### src/hw/rtl/soct_pkg.sv
`timescale 1ns / 1ps
`default_nettype none

package soct_pkg;

  localparam int CHAR_W  = 8;
  localparam int TALLY_W = 32;
  localparam int OP_W    = 2;

  localparam logic [OP_W-1:0] OP_PATTERN = 2'd0;
  localparam logic [OP_W-1:0] OP_SOURCE  = 2'd1;
  localparam logic [OP_W-1:0] OP_END     = 2'd2;

  typedef struct packed {
    logic [OP_W-1:0]   op;
    logic [CHAR_W-1:0] ch;
  } soct_in_t;

  typedef struct packed {
    logic [TALLY_W-1:0] tally;
    logic               pattern_overflow;
  } soct_out_t;

  typedef struct packed {
    logic clear;
    logic src_step;
    logic pat_step;
  } soct_cell_ctl_t;

  typedef struct packed {
    logic [CHAR_W-1:0] hist;
    logic              hist_vld;
    logic [CHAR_W-1:0] pat;
    logic              pat_act;
  } soct_link_t;

endpackage

`default_nettype wire

### src/hw/rtl/soct_cell.sv
`timescale 1ns / 1ps
`default_nettype none

module soct_cell
  import soct_pkg::*;
(
  input  wire logic              clk,
  input  wire logic              rst_n,
  input  wire soct_cell_ctl_t    ctl,
  input  wire logic [CHAR_W-1:0] src_char,
  input  wire soct_link_t        link_in,
  output soct_link_t             link_out,
  output logic                   ok,
  output logic                   hit
);

  logic [CHAR_W-1:0] hist_r;
  logic              hvld_r;
  logic [CHAR_W-1:0] pat_r;
  logic              act_r;
  logic              pat_eq_hist;
  logic              pat_eq_src;

  always_ff @(posedge clk) begin
    if (!rst_n || ctl.clear) begin
      hvld_r <= 1'b0;
      act_r  <= 1'b0;
    end else begin
      if (ctl.src_step) begin
        hvld_r <= link_in.hist_vld;
      end
      if (ctl.pat_step) begin
        act_r <= link_in.pat_act;
      end
    end
  end

  always_ff @(posedge clk) begin
    if (ctl.src_step) begin
      hist_r <= link_in.hist;
    end
    if (ctl.pat_step) begin
      pat_r <= link_in.pat;
    end
  end

  assign pat_eq_hist = (pat_r == hist_r);
  assign pat_eq_src  = (pat_r == src_char);

  // Inactive cells lie beyond the pattern and never block a match.
  assign ok  = !act_r || (hvld_r && pat_eq_hist);
  assign hit = act_r && pat_eq_src;

  assign link_out.hist     = hist_r;
  assign link_out.hist_vld = hvld_r;
  assign link_out.pat      = pat_r;
  assign link_out.pat_act  = act_r;

endmodule

`default_nettype wire

### src/hw/rtl/soct_out_buf.sv
`timescale 1ns / 1ps
`default_nettype none

module soct_out_buf
  import soct_pkg::*;
(
  input  wire logic      clk,
  input  wire logic      rst_n,
  input  wire logic      push,
  input  wire soct_out_t push_data,
  output logic           space,
  output logic           out_valid,
  input  wire logic      out_ready,
  output soct_out_t      out_data
);

  logic      out_vld_r;
  logic      out_vld_nxt;
  soct_out_t out_r;
  soct_out_t out_nxt;
  logic      skid_vld_r;
  logic      skid_vld_nxt;
  soct_out_t skid_r;
  soct_out_t skid_nxt;
  logic      take;

  assign take = out_vld_r && out_ready;

  always_comb begin
    out_vld_nxt  = out_vld_r;
    out_nxt      = out_r;
    skid_vld_nxt = skid_vld_r;
    skid_nxt     = skid_r;
    if (take) begin
      if (skid_vld_r) begin
        out_nxt      = skid_r;
        skid_vld_nxt = 1'b0;
      end else begin
        out_vld_nxt = 1'b0;
      end
    end
    if (push) begin
      if (!out_vld_r || take) begin
        out_nxt     = push_data;
        out_vld_nxt = 1'b1;
      end else begin
        skid_nxt     = push_data;
        skid_vld_nxt = 1'b1;
      end
    end
  end

  always_ff @(posedge clk) begin
    if (!rst_n) begin
      out_vld_r  <= 1'b0;
      skid_vld_r <= 1'b0;
    end else begin
      out_vld_r  <= out_vld_nxt;
      skid_vld_r <= skid_vld_nxt;
    end
  end

  always_ff @(posedge clk) begin
    out_r  <= out_nxt;
    skid_r <= skid_nxt;
  end

  assign space     = !skid_vld_r;
  assign out_valid = out_vld_r;
  assign out_data  = out_r;

endmodule

`default_nettype wire

### src/hw/rtl/substring_or_charset_tally_unit.sv
`timescale 1ns / 1ps
`default_nettype none

// Streaming tally of a pattern within a source string.
// Each input transaction carries an op and a character: append a pattern
// character, take a source character, or end the source. Only an end
// transaction yields a result transaction, holding the tally and the pattern
// overflow flag; the end also clears the pattern, history and tally.
// cfg_we writes the mode bit: 0 counts non-overlapping whole-pattern
// matches, 1 counts source characters found in the pattern set.
// The mode bit is kept across end transactions and is cleared only by reset.
// One input transaction is accepted per cycle while in_ready is high.
// The newest pattern character sits in a register and each earlier one in
// a cell; together they hold the reversed pattern and the source history
// and compare them all in the cycle a source character arrives. The end
// result is registered in a two-entry output buffer that lets input go on
// while one result waits; in_ready drops only when two results are held.
// Reset (synchronous, active low) clears all flags, counts and the mode bit.

module substring_or_charset_tally_unit
  import soct_pkg::*;
#(
  parameter int MAX_PATTERN = 16,
  parameter int COUNT_BITS  = 32
) (
  input  wire logic      clk,
  input  wire logic      rst_n,
  input  wire logic      in_valid,
  output logic           in_ready,
  input  wire soct_in_t  in_data,
  output logic           out_valid,
  input  wire logic      out_ready,
  output soct_out_t      out_data,
  input  wire logic      cfg_we,
  input  wire logic      cfg_wdata
);

  localparam int NCELL = (MAX_PATTERN > 1) ? MAX_PATTERN - 1 : 1;
  localparam int CNT_W = $clog2(MAX_PATTERN + 1);

  logic                  set_mode_r;
  logic [CHAR_W-1:0]     last_r;
  logic                  last_vld_r;
  logic [CNT_W-1:0]      cnt_r;
  logic [CNT_W-1:0]      cool_r;
  logic                  ovf_r;
  logic [COUNT_BITS-1:0] tally_r;

  logic                  acc;
  logic                  is_pat;
  logic                  is_src;
  logic                  is_end;
  logic                  room;
  logic [CHAR_W-1:0]     c;
  soct_cell_ctl_t        ctl;
  soct_link_t            links [0:NCELL];
  logic [NCELL-1:0]      ok_vec;
  logic [NCELL-1:0]      hit_vec;
  logic                  last_eq;
  logic                  window_match;
  logic                  set_hit;
  logic                  bump;
  logic [COUNT_BITS-1:0] tally_nxt;
  logic [CNT_W-1:0]      cool_nxt;
  logic [63:0]           tally_ext;
  soct_out_t             result;
  logic                  space;

  assign c      = in_data.ch;
  assign acc    = in_valid && in_ready;
  assign is_pat = acc && (in_data.op == OP_PATTERN);
  assign is_src = acc && (in_data.op == OP_SOURCE);
  assign is_end = acc && (in_data.op == OP_END);
  assign room   = (cnt_r < CNT_W'(MAX_PATTERN));

  assign ctl.clear    = is_end;
  assign ctl.src_step = is_src;
  assign ctl.pat_step = is_pat && room;

  assign links[0].hist     = c;
  assign links[0].hist_vld = 1'b1;
  assign links[0].pat      = last_r;
  assign links[0].pat_act  = last_vld_r;

  for (genvar k = 0; k < NCELL; k++) begin : g_cell
    soct_cell u_cell (
      .clk      (clk),
      .rst_n    (rst_n),
      .ctl      (ctl),
      .src_char (c),
      .link_in  (links[k]),
      .link_out (links[k+1]),
      .ok       (ok_vec[k]),
      .hit      (hit_vec[k])
    );
  end

  assign last_eq      = last_vld_r && (last_r == c);
  assign window_match = last_eq && (&ok_vec);
  assign set_hit      = last_eq || (|hit_vec);

  always_comb begin
    bump     = 1'b0;
    cool_nxt = cool_r;
    if (set_mode_r) begin
      bump = set_hit;
    end else if (cool_r != '0) begin
      cool_nxt = cool_r - CNT_W'(1);
    end else if (window_match) begin
      bump     = 1'b1;
      cool_nxt = cnt_r - CNT_W'(1);
    end
  end

  assign tally_nxt = (bump && (tally_r != '1)) ? tally_r + COUNT_BITS'(1) : tally_r;

  always_ff @(posedge clk) begin
    if (!rst_n) begin
      set_mode_r <= 1'b0;
    end else if (cfg_we) begin
      set_mode_r <= cfg_wdata;
    end
  end

  always_ff @(posedge clk) begin
    if (!rst_n || is_end) begin
      last_vld_r <= 1'b0;
      cnt_r      <= '0;
      cool_r     <= '0;
      ovf_r      <= 1'b0;
      tally_r    <= '0;
    end else begin
      if (is_pat) begin
        if (room) begin
          last_vld_r <= 1'b1;
          cnt_r      <= cnt_r + CNT_W'(1);
        end else begin
          ovf_r <= 1'b1;
        end
      end
      if (is_src) begin
        cool_r  <= cool_nxt;
        tally_r <= tally_nxt;
      end
    end
  end

  always_ff @(posedge clk) begin
    if (is_pat && room) begin
      last_r <= c;
    end
  end

  assign tally_ext               = 64'(tally_r);
  assign result.tally            = tally_ext[TALLY_W-1:0];
  assign result.pattern_overflow = ovf_r;

  soct_out_buf u_out_buf (
    .clk       (clk),
    .rst_n     (rst_n),
    .push      (is_end),
    .push_data (result),
    .space     (space),
    .out_valid (out_valid),
    .out_ready (out_ready),
    .out_data  (out_data)
  );

  assign in_ready = space;

endmodule

`default_nettype wire

### config.mk
export PLATFORM = sky130hd
export DESIGN_NAME = substring_or_charset_tally_unit
export DESIGN_NICKNAME = d
export VERILOG_FILES = /design/src/hw/rtl/soct_pkg.sv /design/src/hw/rtl/soct_cell.sv /design/src/hw/rtl/soct_out_buf.sv /design/src/hw/rtl/substring_or_charset_tally_unit.sv
export SDC_FILE = /design/constraint.sdc
export NUM_CORES = 1
export LEC_CHECK = 0
export ABC_CLOCK_PERIOD_IN_PS = 13900
export BUFFER_PORTS_ARGS = -buffer_cell sky130_fd_sc_hd__buf_2
export CORE_MARGIN = 2
export CORE_UTILIZATION = 50
export CTS_CLUSTER_SIZE = 14
export DETAILED_ROUTE_END_ITERATION = 7
export PLACE_DENSITY = 0.67
export SYNTH_ARGS = -nofsm -noshare
export SYNTH_HDL_FRONTEND = slang
export SYNTH_SLANG_ARGS = --single-unit
### constraint.sdc
create_clock -name clk -period 13.9 [get_ports clk]
set_clock_uncertainty 0.2 [all_clocks]
set_input_delay 2.78 -clock clk [delete_from_list [all_inputs] [get_ports clk]]
set_output_delay 2.78 -clock clk [all_outputs]
set_load 0.005 [all_outputs]
==> flow_summary.ini, run 1 <==
[synthesis]
synth_area_leaders = edfxtp_1 52%, dfxtp_1 14%, xnor2_1 8.3%
synthCells = 1214
synth_fp_nets = 1233
ys.flop_type = edfxtp_1
synthArstFlopShare_pct = 0
synth_compound_area_share_pct = 5.16
synth_fa_ha_area_share_pct = 0.233
synth_simple_gate_area_share_pct = 9.95
synth_cell_types = 48
synth.area.mux_share_pct = 2.36
ys_seq_area_share_pct = 66.0
synth_seq_cells = 391
synth_area_um2 = 16100
synth-warning-count = 0
synth_xor_area_share_pct = 14.2
synth-edff-count = 281
synth_top_area_share_pct = 52.3
synth_top_family_by_area = XOR/XNOR gates
avgSynthCellArea_um2 = 13.3
synth_area_leader_cell = edfxtp_1

[global_routing]
grt_pass1_wl_um = 49600
grt_max_degree = 85
antenna_found_initial = 0
grt.overflow.total = 0
grt_pass1_vias = 9112
track_usage_pct = 19.2

[timing]
fin_ws_ps = 8140
slew_headroom_pct = 24.6
period_share_pct = 41.5
worst-slew-pin-transition_ps = 1130
max_clock_freq_ghz = 0.174
rsz0062_at_grt = no
drv_slew = 0
finalHoldViolCount = 0
setup_violations = 0
finalSetupTns_ps = 0
period_minus_slack_ps = 5760

[route]
drc_errors = 0
via_count = 9296
wirelength_um = 31700
drt.antenna.violating_nets = 0
viasPerCell = 5.47
dr.first_iter.drc_count = 704
wire_per_inst_um = 18.6
dr.pass1.iters = 6

[cts]
cts_made_buffers = 41
hold_buffers = 0
cts.sinks = 391
clk_pin_slew_ps = 60
root_buffer = clkbuf_16
cts_resized = 0
clk_latency_ps = 530
postCtsSetupRepairBufs = 0
htreeDepth = 2
clockBufferDepth = 3
cts_tree = done

[pwr]
leakagePower_uw = 0.00615
finalPower_uw = 2360
powerDensity_nw_per_um2 = 132
ir_drop_mv = 0.114

[floorplan]
row_count = 65
coreArea_um2 = 31600
start_util_pct = 51.0
die_h_um = 184
die-area_um2 = 33700
fp.dieW_um = 184
ios = 51

[worst_hold_path]
hp-class = register to register

[place]
gp_congestion = 0.841
hpwl_um = 21600
port_buffers = 50
place_worst_setup_slack_ps = 7590

[job]
max_cap_viol_count = 0

[cells_and_area]
antenna_cells = 0
drive_above_1_share_pct = 9.70
layout_commonest_cell = edfxtp_1
nNetsFinal = 1288
layout_common_cells = 281 x edfxtp_1, 152 x xnor2_1, 134 x nand2_1
syn_to_final_growth_pct = 10.8

[critical_path]
critPathKind = input port to register
critPathCaptureType = register
cp.arrival_ps = 6000
critical_path_required_ps = 14130
start_kind = input port
critPathMaxFanout = 28

[outcome]
status = complete, no violations
-- flip-flops by register name, indices dropped and copies added, names as in the netlist, 8 cells and up --
register / cells
tally_r: 32
u_out_buf.out_data: 33
u_out_buf.skid_r: 33
g_cell.u_cell.pat_r: 120
last_r: 8
g_cell.u_cell.act_r: 15
g_cell.u_cell.hvld_r: 15
g_cell.u_cell.hist_r: 120
-- cells in the mapped netlist (all sizes together), types with 2 or more instances --
library cell	instances
o21ai	47
buf	23
ha	3
a31oi	7
mux2i	38
nand2b	4
edfxtp	281
xnor2	154
and3	7
o31ai	21
a21oi	51
or3	12
or2	2
or4	11
nand4b	2
nand3	35
nand4	38
inv	9
nand2	135
o211ai	6
o41ai	2
nor2	33
a211oi	2
a41o	3
dfxtp	110
clkbuf	22
nor3	16
nor4	21
and2	2
and4	4
xor2	105
-- worst paths after layout --
check	depth (start not counted)	start	slack, ps	endpoint
min	0	g_cell[9].u_cell.hist_r[0]	260	g_cell[10].u_cell.hist_r[0]
min reg2reg	0	g_cell[9].u_cell.hist_r[0]	260	g_cell[10].u_cell.hist_r[0]
max reg2reg	9	g_cell[14].u_cell.pat_r[7]	9980	tally_r[12]
max	10	in_data[1]	8140	tally_r[12]
-- layout make-up --
class	instances	area [um2]
tap	402	503
multi-input combinational	768	5160
clock inverter	10	45.0
timing repair buffer	57	300
sequential	391	10600
inverter	10	47.5
fill	2563	13800
clock buffer	63	1170
-- cells by family after synthesis --
| kind of cell | after synthesis |
|---|---|
| flops | 391 |
| compound gates | 143 |
| simple gates | 325 |
| fa+ha+maj | 3 |
| mux | 38 |
| buf+inv | 55 |
| xor+xnor | 259 |
-- power breakdown --
part           leakage [uW]  switching [uW]  total (uW)  internal (uW)
combinational       0.00202            57.2        86.2           29.0
clock              0.000596             415         993            577
sequential          0.00353            15.4        1280           1270
total               0.00615             488        2360           1870
-- worst max-delay path, stage by stage --
cell and delay, ps:
buf_2 440, xor2_1 170, nor4_1 290, nand3_1 100
o41ai_1 570, nand4b_1 290, nor2_1 80, or4_4 660
or4_1 450, a21oi_1 150
-- stage by stage --
stage | instances | instance area [um2] | hold WS (ps) | utilization, %
global route | 1701 | 17900 | 272 | 56.5
finish | 1701 | 17900 | 259 | 56.5
global placement | 1627 | 16600 | 252 | 52.6
detailed placement | 1627 | 16600 | 256 | 52.6
CTS | 1700 | 17900 | 265 | 56.5
floorplan | 1214 | 16100 | 231 | -
-- metal layers --
metal	vias up	routed length (um)	global-route usage, %
met5	-	0	0
met1	4523	13600	25.3
met4	0	734	5.38
li1	4504	-	-
met2	220	15900	32.9
met3	49	1510	3.03
Power figures use the tool's default switching activity.
==> inputs of run 2 (changes only) <==
--- a/config.mk
+++ b/config.mk
@@ -5,13 +5,14 @@
 export SDC_FILE = /design/constraint.sdc
 export NUM_CORES = 1
 export LEC_CHECK = 0
-export ABC_CLOCK_PERIOD_IN_PS = 13900
+export ABC_AREA = 1
+export ABC_CLOCK_PERIOD_IN_PS = 5000
 export BUFFER_PORTS_ARGS = -buffer_cell sky130_fd_sc_hd__buf_2
 export CORE_MARGIN = 2
 export CORE_UTILIZATION = 50
 export CTS_CLUSTER_SIZE = 14
 export DETAILED_ROUTE_END_ITERATION = 7
-export PLACE_DENSITY = 0.67
+export PLACE_DENSITY = 0.7
 export SYNTH_ARGS = -nofsm -noshare
 export SYNTH_HDL_FRONTEND = slang
 export SYNTH_SLANG_ARGS = --single-unit
==> constraint.sdc (replaced) <==
create_clock -name clk -period 5 [get_ports clk]
set_clock_uncertainty 0.2 [all_clocks]
set_input_delay 1 -clock clk [delete_from_list [all_inputs] [get_ports clk]]
set_output_delay 1 -clock clk [all_outputs]
set_load 0.005 [all_outputs]
==> flow_summary.ini, run 2 <==
[synthesis]
synthTopCellsByCount = 449 x nand2_1, 281 x edfxtp_1, 256 x inv_1
synth-edff-count = 281
synth_top_area_share_pct = 48.3
synth_area_um2 = 17500
synth-warning-count = 0
synthCells = 1834
synth_area_leaders = edfxtp_1 48%, dfxtp_1 13%, nand2_1 9.7%
yosysMostFrequentCell = nand2_1
avgSynthCellArea_um2 = 9.52
synth_seq_cells = 391
synth_fp_nets = 1853
ys_seq_area_share_pct = 60.9
synth_area_leader_cell = edfxtp_1
ys.flop_type = edfxtp_1
synth_cell_types = 36
synthArstFlopShare_pct = 0

[cts]
postCtsSetupRepairBufs = 0
cts.sinks = 391
clk_latency_ps = 550
hold_buffers = 0
clockBufferDepth = 3
cts_tree = done
cts_made_buffers = 42
clk_pin_slew_ps = 60
root_buffer = clkbuf_16
cts_resized = 0
htreeDepth = 2

[cells_and_area]
nNetsFinal = 1911
seqCellArea_um2 = 10600
layout_common_cells = 449 x nand2_1, 281 x edfxtp_1, 254 x inv_1
multi_input_area_um2 = 5580
postLayoutCoreUtil_pct = 56.7
layout_commonest_cell = nand2_1
largest_registers = g_cell.u_cell.hist_r x120, g_cell.u_cell.pat_r x120
drive_above_1_share_pct = 8.72
antenna_cells = 0
fillers = 2886
syn_to_final_growth_pct = 11.9

[timing]
setup_violations = 0
max_clock_freq_ghz = 0.273
period_minus_slack_ps = 3660
rsz0062_at_grt = no
worst-slew-pin-transition_ps = 1120
finalSetupTns_ps = 0
period_share_pct = 73.2
slew_headroom_pct = 24.9
finalHoldViolCount = 0
drv_slew = 0

[outcome]
status = complete, no violations

[global_routing]
grt_max_degree = 126
grt.overflow.total = 0
antenna_found_initial = 1
track_usage_pct = 22.6
grt_pass1_vias = 12200
grt_pass1_wl_um = 64300

[critical_path]
critPathKind = input port to register
critPathMaxFanout = 18
cp.arrival_ps = 3930
critPathCaptureType = register
start_kind = input port
critical_path_required_ps = 5270

[floorplan]
coreArea_um2 = 34500
start_util_pct = 50.7
fp.dieW_um = 191
row_count = 68
die_h_um = 191
ios = 51
die-area_um2 = 36400

[pwr]
leakagePower_uw = 0.00798
ir_drop_mv = 0.331
powerDensity_nw_per_um2 = 357

[route]
drt.antenna.violating_nets = 0
dr.first_iter.drc_count = 1197
via_count = 12600
viasPerCell = 5.29
drc_errors = 0
wirelength_um = 40600
dr.pass1.iters = 5
wire_per_inst_um = 17.1

[place]
port_buffers = 50
gp_congestion = 0.863
hpwl_um = 27600

[job]
max_cap_viol_count = 0

[worst_hold_path]
hp-class = register to register
run 2: path summary, 6_finish.rpt:
kind                              startpoint                    endpoint  slack, ps  cells past startpoint
hold reg to reg   g_cell[5].u_cell.hist_r[7]  g_cell[6].u_cell.hist_r[7]        260                      0
hold / removal    g_cell[5].u_cell.hist_r[7]  g_cell[6].u_cell.hist_r[7]        260                      0
setup reg to reg                  tally_r[0]                 tally_r[16]       1890                     13
setup / recovery                  in_data[7]                  tally_r[1]       1340                     15
run 2: cell type report:
| type | count | share of cell area (%) |
|---|---|---|
| Multi-Input combinational cell | 1130 | 28.6 |
| Tap cell | 455 | 2.91 |
| Timing Repair Buffer | 66 | 2.02 |
| Inverter | 261 | 5.06 |
| Clock inverter | 21 | 1.05 |
| Sequential cell | 391 | 54.5 |
| Clock buffer | 57 | 5.92 |
run 2: power breakdown:
| part | leakage, uW | switching, uW | total, uW | internal (uW) |
|---|---|---|---|---|
| registers | 0.00347 | 55.2 | 3590 | 3530 |
| clock network | 0.000671 | 1270 | 3060 | 1790 |
| logic | 0.00383 | 227 | 324 | 96.8 |
| total | 0.00798 | 1550 | 6970 | 5420 |
run 2: per-stage QoR:
step | instances | hold WS, ps | instance area [um2] | setup WS, ps | total power (uW)
2_1_floorplan | 1834 | 226 | 17500 | 886 | 3870
4_1_cts | 2381 | 261 | 19500 | 1380 | 7020
6_report | 2381 | 264 | 19500 | 1340 | 6970
3_5_place_dp | 2303 | 245 | 18200 | 843 | 3980
5_1_grt | 2381 | 265 | 19500 | 946 | 7180
3_3_place_gp | 2303 | 233 | 18200 | 1040 | 3970
run 2: cell families (layout without fill, tap and decap cells):
kind of cell | after synthesis | after routing | share of synthesized area [%]
AND/OR/NAND/NOR | 812 | 812 | 19.4
flip-flops | 391 | 391 | 60.9
buffers and inverters | 313 | 405 | 7.28
AO/OA/AOI/OAI | 199 | 199 | 6.09
XOR/XNOR | 83 | 83 | 4.16
multiplexers | 33 | 33 | 1.90
adder cells (fa/ha/maj) | 3 | 3 | 0.215
run 2: routing by layer:
| metal | GRT usage [%] | part of all wire, % | vias to the layer above |
|---|---|---|---|
| li1 | - | - | 6144 |
| met1 | 29.4 | 42 | 5931 |
| met2 | 37.8 | 48 | 428 |
| met3 | 3.81 | 7.2 | 88 |
| met4 | 8.91 | 3.4 | 2 |
| met5 | 0 | 0.032 | - |
run 2: critical path: stages:
cell and delay [ps]:
buf_2 390, inv_1 420, a21oi_1 230, nand3_1 110, nor3_2 220, nand2_1 80
nor2_1 100, nand2_1 70, nor2_1 120, nand2_1 50, nand2_1 390, nand3_1 420
nand2_1 160, nand2_1 60, nor2_1 100
==> inputs of run 3 (changes only) <==
--- a/config.mk
+++ b/config.mk
@@ -5,14 +5,14 @@
 export SDC_FILE = /design/constraint.sdc
 export NUM_CORES = 1
 export LEC_CHECK = 0
-export ABC_AREA = 1
-export ABC_CLOCK_PERIOD_IN_PS = 5000
+export ABC_AREA = 0
+export ABC_CLOCK_PERIOD_IN_PS = 3800
 export BUFFER_PORTS_ARGS = -buffer_cell sky130_fd_sc_hd__buf_2
 export CORE_MARGIN = 2
 export CORE_UTILIZATION = 50
 export CTS_CLUSTER_SIZE = 14
 export DETAILED_ROUTE_END_ITERATION = 7
-export PLACE_DENSITY = 0.7
+export PLACE_DENSITY = 0.67
 export SYNTH_ARGS = -nofsm -noshare
 export SYNTH_HDL_FRONTEND = slang
 export SYNTH_SLANG_ARGS = --single-unit
==> constraint.sdc (replaced) <==
create_clock -name clk -period 3.8 [get_ports clk]
set_clock_uncertainty 0.2 [all_clocks]
set_input_delay 0.76 -clock clk [delete_from_list [all_inputs] [get_ports clk]]
set_output_delay 0.76 -clock clk [all_outputs]
set_load 0.005 [all_outputs]
==> flow_summary.ini, run 3 (synthesized netlist as in run 1, its figures left out) <==
[floorplan]
start_util_pct = 51.0
coreArea_um2 = 31600
die-area_um2 = 33700
fp.dieW_um = 184
die_h_um = 184
row_count = 65
ios = 51

[timing]
slew_headroom_pct = 24.3
period_minus_slack_ps = 3680
max_clock_freq_ghz = 0.272
period_share_pct = 96.8
fin_ws_ps = 123
worst_hold_slack_ps = 259
worst-slew-pin-transition_ps = 1130
rsz0062_at_grt = no
finalHoldViolCount = 0
drv_slew = 0
setup_violations = 0

[critical_path]
path_buf_inv = 0
cp.arrival_ps = 3920
cp_slowest_stage_delay_ps = 690
slowest_stage = or4_4
critPathMaxFanout = 28
critPathKind = register to register
r2r_start = g_cell[11].u_cell.pat_r[0]
crit_family = simple AND/OR/NAND/NOR gates
crit_top_cell = nand4_1
critPathCaptureType = register
ff2ff_path_depth = 9
critical_path_required_ps = 4040
start_kind = register
reg2reg_to = tally_r[10]
r2r_slack_ps = 120
path_cells = xnor2_1 -> nand4_1 -> o31ai_1 -> nand4_1 -> nor4_2 -> nor2_1 -> or4_4 -> or4_1 -> a21oi_1

[place]
port_buffers = 50
place_worst_setup_slack_ps = -202
gp_congestion = 0.866
hpwl_um = 23500

[cells_and_area]
postLayoutCoreUtil_pct = 57.6
largest_registers = g_cell.u_cell.hist_r x120, g_cell.u_cell.pat_r x120
fillers = 2507
syn_to_final_growth_pct = 13.1
antenna_cells = 0
layout_commonest_cell = edfxtp_1
drive_above_1_share_pct = 11.8
layout_common_cells = 281 x edfxtp_1, 152 x xnor2_1, 134 x nand2_1
nNetsFinal = 1313

[route]
viasPerCell = 5.50
dr.first_iter.drc_count = 816
drt.antenna.violating_nets = 0
drc_errors = 0
via_count = 9518
dr.pass1.iters = 5
wire_per_inst_um = 19.6
wirelength_um = 33900

[pwr]
powerDensity_nw_per_um2 = 483
power.internal_uw = 6940
ir_drop_mv = 0.457
finalPower_uw = 8800
p_comb_share_pct = 4.0
p_sw_uw = 1860
pwr-share-clk_pct = 42.8
leakagePower_uw = 0.00635
swShare_pct = 21.1
seq_power_share_pct = 53.2

[global_routing]
grt_pass1_wl_um = 53300
grt_pass1_vias = 9607
grt_max_degree = 76
track_usage_pct = 20.6
grt.overflow.total = 0
antenna_found_initial = 0

[cts]
root_buffer = clkbuf_16
cts.sinks = 391
cts_tree = done
clockBufferDepth = 3
clk_pin_slew_ps = 60
htreeDepth = 2
clk_latency_ps = 530
cts_made_buffers = 41
hold_buffers = 0

[worst_hold_path]
min-delay-start = g_cell[14].u_cell.hvld_r
hp-class = register to register
holdPathStages = 2
min_to = g_cell[14].u_cell.hvld_r

[job]
max_cap_viol_count = 0

[outcome]
status = complete, no violations
[run 3: power groups by stage]
| stage | logic, uW | registers, uW | clock network [uW] |
|---|---|---|---|
| 4_1_cts | 356 | 4690 | 3830 |
| 3_5_place_dp | 354 | 4780 | 0 |
| 5_1_grt | 383 | 4690 | 4000 |
| 3_3_place_gp | 351 | 4780 | 0 |
| 6_report | 352 | 4690 | 3760 |
| 2_1_floorplan | 242 | 4770 | 0 |
[run 3: timing repair]
item | 4_1_cts | 5_1_grt
setup endpoints to repair | 0 | 3
gates resized for setup | 0 | 1
setup buffers | 0 | 0
[run 3: tightest hold or removal path, cell delays in order (launching register included)]
cell     delay [ps]
dfxtp_1         310
nand2_1          50
a21oi_1          50
[run 3: per-layer routing]
| metal | vias to the layer above | global-route usage [%] | wire, um |
|---|---|---|---|
| met5 | - | 0 | 0 |
| met4 | 0 | 8.03 | 1190 |
| met3 | 71 | 3.21 | 1650 |
| met2 | 237 | 34.9 | 16900 |
| met1 | 4645 | 26.6 | 14200 |
| li1 | 4565 | - | - |
[run 3: final cells by class]
class                   count  area (um2)  area share, %
clock buffers              59        1160           6.34
flip-flops and latches    391       10600           58.4
clock inverters            17         106          0.583
repair buffers             82         603           3.31
inverters                  10        47.5          0.261
multi-input cells         768        5170           28.4
well taps                 402         503           2.76
[run 3: through the flow]
step                setup TNS (ps)  cell area [um2]  std cells
finish                           0            18200       1729
global route                     0            18200       1729
CTS                              0            18200       1729
detailed placement           -2110            17000       1653
global placement              -671            17000       1653
floorplan                        0            16100       1214
[run 3: worst max path at each step]
stage | start | to | slack [ps] | cells past startpoint
floorplan | in_valid | g_cell[0].u_cell.hist_r[0] | 1 | 5
global placement | in_data[5] | tally_r[10] | -110 | 10
detailed placement | in_data[5] | tally_r[10] | -200 | 10
CTS | g_cell[0].u_cell.pat_r[7] | tally_r[10] | 110 | 9
global route | g_cell[11].u_cell.pat_r[0] | tally_r[10] | 20 | 9
finish | g_cell[11].u_cell.pat_r[0] | tally_r[10] | 120 | 9
